**src/sv/tmw_pkg.sv**
```systemverilog
`timescale 1ns / 1ps

package tmw_pkg;

    localparam int SCREEN_COLUMNS = 80;
    localparam int SCREEN_ROWS    = 25;
    localparam int CELL_COUNT     = SCREEN_COLUMNS * SCREEN_ROWS;
    localparam int LAST_ROW_BASE  = (SCREEN_ROWS - 1) * SCREEN_COLUMNS;

    localparam int ADDR_W = $clog2(CELL_COUNT);
    localparam int ROW_W  = $clog2(SCREEN_ROWS);
    localparam int COL_W  = $clog2(SCREEN_COLUMNS);
    localparam int CELL_W = 16;

    // Fixed field widths on the ports
    localparam int ACTION_W = 2;
    localparam int CHAR_W   = 8;
    localparam int ATTR_W   = 8;
    localparam int CADDR_W  = 11;
    localparam int CPOS_W   = 11;

    localparam logic [CHAR_W-1:0] BLANK_CHAR     = 8'h20;
    localparam logic [CHAR_W-1:0] NEWLINE_CHAR   = 8'd10;
    localparam logic [CHAR_W-1:0] BACKSPACE_CHAR = 8'd8;
    localparam logic [ATTR_W-1:0] DEFAULT_ATTR   = 8'd7;
    localparam logic [CELL_W-1:0] BLANK_DEFAULT  = {DEFAULT_ATTR, BLANK_CHAR};

    typedef enum logic [ACTION_W-1:0] {
        ACT_PUT   = 2'd0,
        ACT_READ  = 2'd1,
        ACT_CLEAR = 2'd2
    } t_action;

    typedef struct packed {
        logic              en;
        logic [ADDR_W-1:0] addr;
        logic [CELL_W-1:0] data;
    } t_wr_req;

endpackage

```
**src/sv/tmw_seq.sv**
```systemverilog
`timescale 1ns / 1ps

module tmw_seq (
    input  logic                          i_clk,
    input  logic                          i_rst_n,
    input  logic                          i_in_valid,
    output logic                          o_in_stall,
    input  logic [tmw_pkg::ACTION_W-1:0]  i_action,
    input  logic [tmw_pkg::CHAR_W-1:0]    i_char_code,
    input  logic [tmw_pkg::CADDR_W-1:0]   i_cell_address,
    input  logic                          i_cfg_we,
    input  logic [tmw_pkg::ATTR_W-1:0]    i_cfg_wdata,
    output logic [tmw_pkg::ADDR_W-1:0]    o_rd_addr,
    input  logic [tmw_pkg::CELL_W-1:0]    i_rd_data,
    output tmw_pkg::t_wr_req              o_wr,
    output logic                          o_res_valid,
    input  logic                          i_res_stall,
    output logic [tmw_pkg::ADDR_W-1:0]    o_res_pos,
    output logic [tmw_pkg::CELL_W-1:0]    o_res_data
);

    typedef enum logic [4:0] {
        S_IDLE   = 5'b00001,
        S_READ   = 5'b00010,
        S_SCROLL = 5'b00100,
        S_FILL   = 5'b01000,
        S_RESULT = 5'b10000
    } t_state;

    t_state                         r_state, n_state;
    logic [tmw_pkg::ROW_W-1:0]      r_row, n_row;
    logic [tmw_pkg::COL_W-1:0]      r_col, n_col;
    logic [tmw_pkg::ADDR_W-1:0]     r_pos, n_pos;
    logic [tmw_pkg::ATTR_W-1:0]     r_attr, n_attr;
    logic [tmw_pkg::ADDR_W-1:0]     r_ptr, n_ptr;
    logic [tmw_pkg::CELL_W-1:0]     r_fill_data, n_fill_data;
    logic                           r_emit, n_emit;
    logic                           r_cp_vld, n_cp_vld;
    logic [tmw_pkg::ADDR_W-1:0]     r_cp_addr, n_cp_addr;
    logic                           r_rd_ok, n_rd_ok;
    logic [tmw_pkg::CELL_W-1:0]     r_res_data, n_res_data;

    logic                           accept;
    logic                           at_last_row;
    logic                           at_last_col;
    logic                           go_next_row;
    logic [tmw_pkg::ADDR_W-1:0]     pos_next_row;
    logic [tmw_pkg::ADDR_W-1:0]     fill_end;

    assign o_in_stall   = (r_state != S_IDLE);
    assign accept       = i_in_valid && (r_state == S_IDLE);
    assign at_last_row  = (r_row == tmw_pkg::ROW_W'(tmw_pkg::SCREEN_ROWS - 1));
    assign at_last_col  = (r_col == tmw_pkg::COL_W'(tmw_pkg::SCREEN_COLUMNS - 1));
    assign pos_next_row = r_pos - tmw_pkg::ADDR_W'(r_col)
                        + tmw_pkg::ADDR_W'(tmw_pkg::SCREEN_COLUMNS);
    assign fill_end     = tmw_pkg::ADDR_W'(tmw_pkg::CELL_COUNT - 1);

    always_comb begin
        n_state     = r_state;
        n_row       = r_row;
        n_col       = r_col;
        n_pos       = r_pos;
        n_attr      = r_attr;
        n_ptr       = r_ptr;
        n_fill_data = r_fill_data;
        n_emit      = r_emit;
        n_cp_vld    = 1'b0;
        n_cp_addr   = r_cp_addr;
        n_rd_ok     = r_rd_ok;
        n_res_data  = r_res_data;
        go_next_row = 1'b0;
        o_rd_addr   = r_ptr;
        o_wr        = '0;

        if (i_cfg_we) begin
            n_attr = i_cfg_wdata;
        end

        unique case (r_state)
            S_IDLE: begin
                o_rd_addr = tmw_pkg::ADDR_W'(i_cell_address);
                if (accept) begin
                    n_res_data = '0;
                    n_state    = S_RESULT;
                    unique case (i_action)
                        tmw_pkg::ACT_PUT: begin
                            if (i_char_code == tmw_pkg::NEWLINE_CHAR) begin
                                go_next_row = 1'b1;
                            end else if (i_char_code == tmw_pkg::BACKSPACE_CHAR) begin
                                if (r_col != '0) begin
                                    n_col      = r_col - 1'b1;
                                    n_pos      = r_pos - 1'b1;
                                    o_wr.en    = 1'b1;
                                    o_wr.addr  = r_pos - 1'b1;
                                    o_wr.data  = {r_attr, tmw_pkg::BLANK_CHAR};
                                end
                            end else begin
                                o_wr.en   = 1'b1;
                                o_wr.addr = r_pos;
                                o_wr.data = {r_attr, i_char_code};
                                if (at_last_col) begin
                                    go_next_row = 1'b1;
                                end else begin
                                    n_col = r_col + 1'b1;
                                    n_pos = r_pos + 1'b1;
                                end
                            end
                        end
                        tmw_pkg::ACT_READ: begin
                            n_rd_ok = (32'(i_cell_address) < tmw_pkg::CELL_COUNT);
                            n_state = S_READ;
                        end
                        tmw_pkg::ACT_CLEAR: begin
                            n_attr      = tmw_pkg::DEFAULT_ATTR;
                            n_row       = '0;
                            n_col       = '0;
                            n_pos       = '0;
                            n_ptr       = '0;
                            n_fill_data = tmw_pkg::BLANK_DEFAULT;
                            n_emit      = 1'b1;
                            n_state     = S_FILL;
                        end
                        default: begin
                        end
                    endcase

                    if (go_next_row) begin
                        n_col = '0;
                        if (at_last_row) begin
                            // stay on the bottom row and shift the screen up
                            n_pos   = tmw_pkg::ADDR_W'(tmw_pkg::LAST_ROW_BASE);
                            n_ptr   = tmw_pkg::ADDR_W'(tmw_pkg::SCREEN_COLUMNS);
                            n_state = S_SCROLL;
                        end else begin
                            n_row = r_row + 1'b1;
                            n_pos = pos_next_row;
                        end
                    end
                end
            end
            S_READ: begin
                n_res_data = r_rd_ok ? i_rd_data : '0;
                n_state    = S_RESULT;
            end
            S_SCROLL: begin
                // read one row down, write back in the next cycle
                o_rd_addr = r_ptr;
                n_cp_vld  = 1'b1;
                n_cp_addr = r_ptr - tmw_pkg::ADDR_W'(tmw_pkg::SCREEN_COLUMNS);
                if (r_ptr == fill_end) begin
                    n_ptr       = tmw_pkg::ADDR_W'(tmw_pkg::LAST_ROW_BASE);
                    n_fill_data = {r_attr, tmw_pkg::BLANK_CHAR};
                    n_emit      = 1'b1;
                    n_state     = S_FILL;
                end else begin
                    n_ptr = r_ptr + 1'b1;
                end
            end
            S_FILL: begin
                // hold the sweep while the last scroll copy drains
                if (!r_cp_vld) begin
                    o_wr.en   = 1'b1;
                    o_wr.addr = r_ptr;
                    o_wr.data = r_fill_data;
                    if (r_ptr == fill_end) begin
                        n_state = r_emit ? S_RESULT : S_IDLE;
                    end else begin
                        n_ptr = r_ptr + 1'b1;
                    end
                end
            end
            S_RESULT: begin
                if (!i_res_stall) begin
                    n_state = S_IDLE;
                end
            end
            default: begin
                n_state = S_IDLE;
            end
        endcase

        if (r_cp_vld) begin
            o_wr.en   = 1'b1;
            o_wr.addr = r_cp_addr;
            o_wr.data = i_rd_data;
        end
    end

    always_ff @(posedge i_clk) begin
        if (!i_rst_n) begin
            r_state     <= S_FILL;
            r_row       <= '0;
            r_col       <= '0;
            r_pos       <= '0;
            r_attr      <= tmw_pkg::DEFAULT_ATTR;
            r_ptr       <= '0;
            r_fill_data <= tmw_pkg::BLANK_DEFAULT;
            r_emit      <= 1'b0;
            r_cp_vld    <= 1'b0;
            r_rd_ok     <= 1'b0;
        end else begin
            r_state     <= n_state;
            r_row       <= n_row;
            r_col       <= n_col;
            r_pos       <= n_pos;
            r_attr      <= n_attr;
            r_ptr       <= n_ptr;
            r_fill_data <= n_fill_data;
            r_emit      <= n_emit;
            r_cp_vld    <= n_cp_vld;
            r_rd_ok     <= n_rd_ok;
        end
    end

    always_ff @(posedge i_clk) begin
        r_cp_addr  <= n_cp_addr;
        r_res_data <= n_res_data;
    end

    assign o_res_valid = (r_state == S_RESULT);
    assign o_res_pos   = r_pos;
    assign o_res_data  = r_res_data;

endmodule

```
**config.mk**
```make
export PLATFORM = sky130hd
export DESIGN_NAME = tmw_seq
export DESIGN_NICKNAME = d
export VERILOG_FILES = /design/src/sv/tmw_pkg.sv /design/src/sv/tmw_seq.sv
export SDC_FILE = /design/constraint.sdc
export NUM_CORES = 1
export LEC_CHECK = 0
export ABC_AREA = 1
export ABC_CLOCK_PERIOD_IN_PS = 2600
export BUFFER_PORTS_ARGS = -buffer_cell sky130_fd_sc_hd__buf_2
export CORE_ASPECT_RATIO = 0.75
export CORE_MARGIN = 2
export CORE_UTILIZATION = 55
export CTS_CLUSTER_DIAMETER = 100
export DETAILED_ROUTE_END_ITERATION = 16
export PLACE_DENSITY = 0.76
export SETUP_SLACK_MARGIN = 0.5
export SYNTH_ARGS = -nofsm -noshare
export SYNTH_HDL_FRONTEND = slang
export SYNTH_SLANG_ARGS = --single-unit
export TNS_END_PERCENT = 30
```
**constraint.sdc**
```tcl
create_clock -name i_clk -period 2.6 [get_ports i_clk]
set_input_delay 0 -clock i_clk [delete_from_list [all_inputs] [get_ports i_clk]]
set_output_delay 0 -clock i_clk [all_outputs]
set_load 0.005 [all_outputs]
```
==> qor.yml <==
outcome:
  run_status: "complete, no violations"
clock_network:
  cts-buffers-inserted: 9
  tritoncts: "yes"
  htree_levels: 3
  cts_root_buffer: "clkbuf_16"
  clock_sink_count: 85
  cts-root-to-sink-buffers: 2
  clkSlewWorstSetupHoldPaths_ps: 70
  worstSkewPairLatency_ps: 350
finish:
  area_growth_pct: 27.3
  antenna_cells_inserted: 0
  mostFrequentLayoutCells: "242 x nand2_1, 129 x inv_1, 117 x buf_2"
  proportion_of_layout_cells_with_a_drive_suffix_above_1_pct: 24.0
  final_nets: 1200
  mostFrequentLayoutCell: "nand2_1"
  fillCellCount: 920
yosys:
  ys.flop_type: "dfxtp_1"
  synthXorXnorAreaFrac_pct: 4.00
  synth-seq-cells: 85
  yosys.cell_types.count: 45
  synthesis.area_per_instance_um2: 6.75
  synth_simple_gate_area_share_pct: 31.7
  synth_edf_count: 27
  synth_top_family_by_area: "simple AND/OR/NAND/NOR gates"
  seq_area_frac_synth_pct: 31.1
  synth_fa_ha_area_share_pct: 7.92
  netlist_instances: 941
  synthesized_net_count: 1030
  post_synth_mux_area_share_pct: 0
  synth-compound-area-share_pct: 14.4
  ys.warnings.count: 0
  async_reset_ff_share_pct: 0
  netlist_area_mm2: 0.00635
worst_setup_path:
  critPathLaunchType: "flip-flop"
  critPathMaxFanout: 6
  critical_path.endpoint_type: "output pin"
  worstPathRequired_ps: 2600
  crit_type: "flip-flop to output pin"
  critPathTopFamily: "compound AO/OA/AOI/OAI gates"
  worstPathCellList: "inv_2 > nor2_4 > nand3_4 > nor2_8 > nand2_4 > inv_4 > nand2_4 > a21oi_4 > buf_4 > o211ai_2 > a21oi_2 > buf_2"
  cp_slowest_stage_delay_ps: 350
  cell_repeated_most_along_the_worst_path: "nand2_4"
  critical_path.slowest_cell: "dfxtp_2"
  critical_path_data_arrival_time_ps: 2190
  critPathBufInv: 4
sta:
  setup-tns-final_ps: 0
  final_hold_slack_ps: 2.75
  fin_crit_ps: 2190
  final_setup_skew_ps: 6.69
  post-route-worst-setup-slack_ps: 410
  clock.fmax_mhz: 457
  timing.final.max_slew_violations: 0
  min_period_over_period_pct: 84.2
  slew_headroom_pct: 56.5
  setup_viol: 0
  setup_repair_after_global_routing_missed_its_margin: "true"
  final_hold_viol_count: 0
  max_slew.worst_pin.slew_ps: 651
grt:
  pin_count_of_the_biggest_net_entering_global_routing: 34
  top_usage_layer: "met2"
  global_route.usage.met1_pct: 46.2
  grt_util_met2_pct: 49.5
  grt_overflow: 0
  grt_pass1_vias: 6414
  use_met3_pct: 6.53
  antenna_found_initial: 0
  grt_pass1_wl_um: 31900
  grtUsageTotal_pct: 31.9
power_and_ir_drop:
  p_total_mw: 5.18
  ratio_of_total_power_to_cell_area_mw_per_mm2: 642
  max_ir_drop_vdd_mv: 0.760
  p_leak_nw: 4.04
route:
  wirelength_per_cell_um: 16.2
  initialDrtViolationCount: 708
  drtPass1Iterations: 6
  drt-total-wl_um: 20400
  via_per_inst: 5.59
  final_antenna_net_count: 0
  route.detailed.drc: 0
  route.vias.total: 7020
placed_design:
  detailed_place_hpwl_um: 14300
  place_ws_ps: 262
  portBuffers: 117
  placer_congestion: 0.986
die:
  die_area_mm2: 0.0124
  floorplan.rows: 33
  die_w_um: 128
  initial_utilization_pct: 57.1
  fp.coreArea_mm2: 0.0111
  fp.dieH_um: 97.0
  pin_count: 118
worst_hold_path:
  worstHoldPathType: "primary input to flip-flop"
job:
  drv.max_cap_violation_count: 0
[power by group]
group          internal, mW  switching (mW)  total (mW)
clock                 0.772           0.614        1.39
sequential             1.53           0.179        1.71
combinational         0.802            1.28        2.08
total                  3.11            2.08        5.18
[path summary, 6_finish.rpt]
kind / depth (start not counted) / end / slack (ps) / start
worst max-delay path: 12 / o_wr[21] / 410 / r_state[0]
worst min-delay path: 3 / r_attr[0] / 3 / i_cfg_we
worst max register to register: 15 / o_res_pos[9] / 510 / o_res_pos[0]
worst min register to register: 2 / r_fill_data[13] / 470 / r_fill_data[13]
[metrics by stage]
step,area [um^2],utilization (%),cells
after floorplan,6350,-,941
after global placement,7100,63.9,1186
after detailed placement,7100,63.9,1186
after CTS,7790,70.2,1238
after global routing,8080,72.7,1256
final,8080,72.7,1256
[flip-flops by register name, indices dropped and copies added, names as in the netlist, 5 cells and up]
name	count
o_res_data	16
o_res_pos	11
r_attr	8
r_col	7
r_cp_addr	11
r_fill_data	8
r_ptr	11
r_row	5
r_state	5
[worst min-delay path, cell delays in order]
cell     delay [ps]
buf_2           160
nand2_1          70
nand3_1          70
[synthesized netlist by cell type (2+ instances only)]
master,number,share of area (%)
nand2_1,246,15
o211ai_1,2,0.24
or2_2,6,0.59
nand4_1,17,1.7
edfxtp_1,27,13
nor2_4,3,0.53
nor2_1,85,5.0
nor3_1,8,0.63
o211ai_2,3,0.59
buf_6,3,0.53
xnor2_1,9,1.2
a31oi_1,8,0.79
o21ai_2,10,1.4
buf_2,11,0.87
o21ai_0,40,3.2
clkinv_2,2,0.16
nand3_1,78,6.2
inv_1,132,7.8
nand2_2,6,0.59
inv_2,4,0.24
a21oi_1,59,4.7
ha_1,37,7.3
o21ai_1,11,0.87
clkbuf_2,3,0.24
clkinv_1,3,0.18
o22ai_1,11,1.1
dfxtp_1,58,18
nor2_2,6,0.59
fa_1,2,0.63
a21oi_2,4,0.55
nand3_2,2,0.32
xor2_1,20,2.8
clkbuf_1,13,0.77
[kinds of logic (layout without fill, tap and decap cells)]
family	count (synthesis)	after routing
flip-flops	85	85
buffers and inverters	172	347
adder cells (fa/ha/maj)	39	39
AND/OR/NAND/NOR	462	462
XOR/XNOR	29	29
AO/OA/AOI/OAI	154	154
[final cells by class]
type | instances | area, um^2 | area share, %
Clock buffer | 9 | 225 | 2.79
Clock inverter | 7 | 93.8 | 1.16
Inverter | 141 | 552 | 6.83
Multi-Input combinational cell | 684 | 3810 | 47.2
Sequential cell | 85 | 2000 | 24.7
Tap cell | 140 | 175 | 2.17
Timing Repair Buffer | 189 | 1210 | 15.0
Timing Repair inverter | 1 | 7.51 | 0.0929
[repair_timing]
action / CTS / global route
hold endpoints to repair: 24 / 0
gates cloned: 1 / 1
pin swaps: 2 / 7
endpoints found under the setup margin: 27 / 45
hold buffers: 29 / 0
buffers inserted: 6 / 17
resized for setup: 13 / 43
[per-layer routing]
metal | share of wire, % | up-vias
li1 | - | 3384
met1 | 44 | 3226
met2 | 44 | 377
met3 | 11 | 33
met4 | 1.4 | 0
met5 | 0 | -
Power figures use the tool's default switching activity.
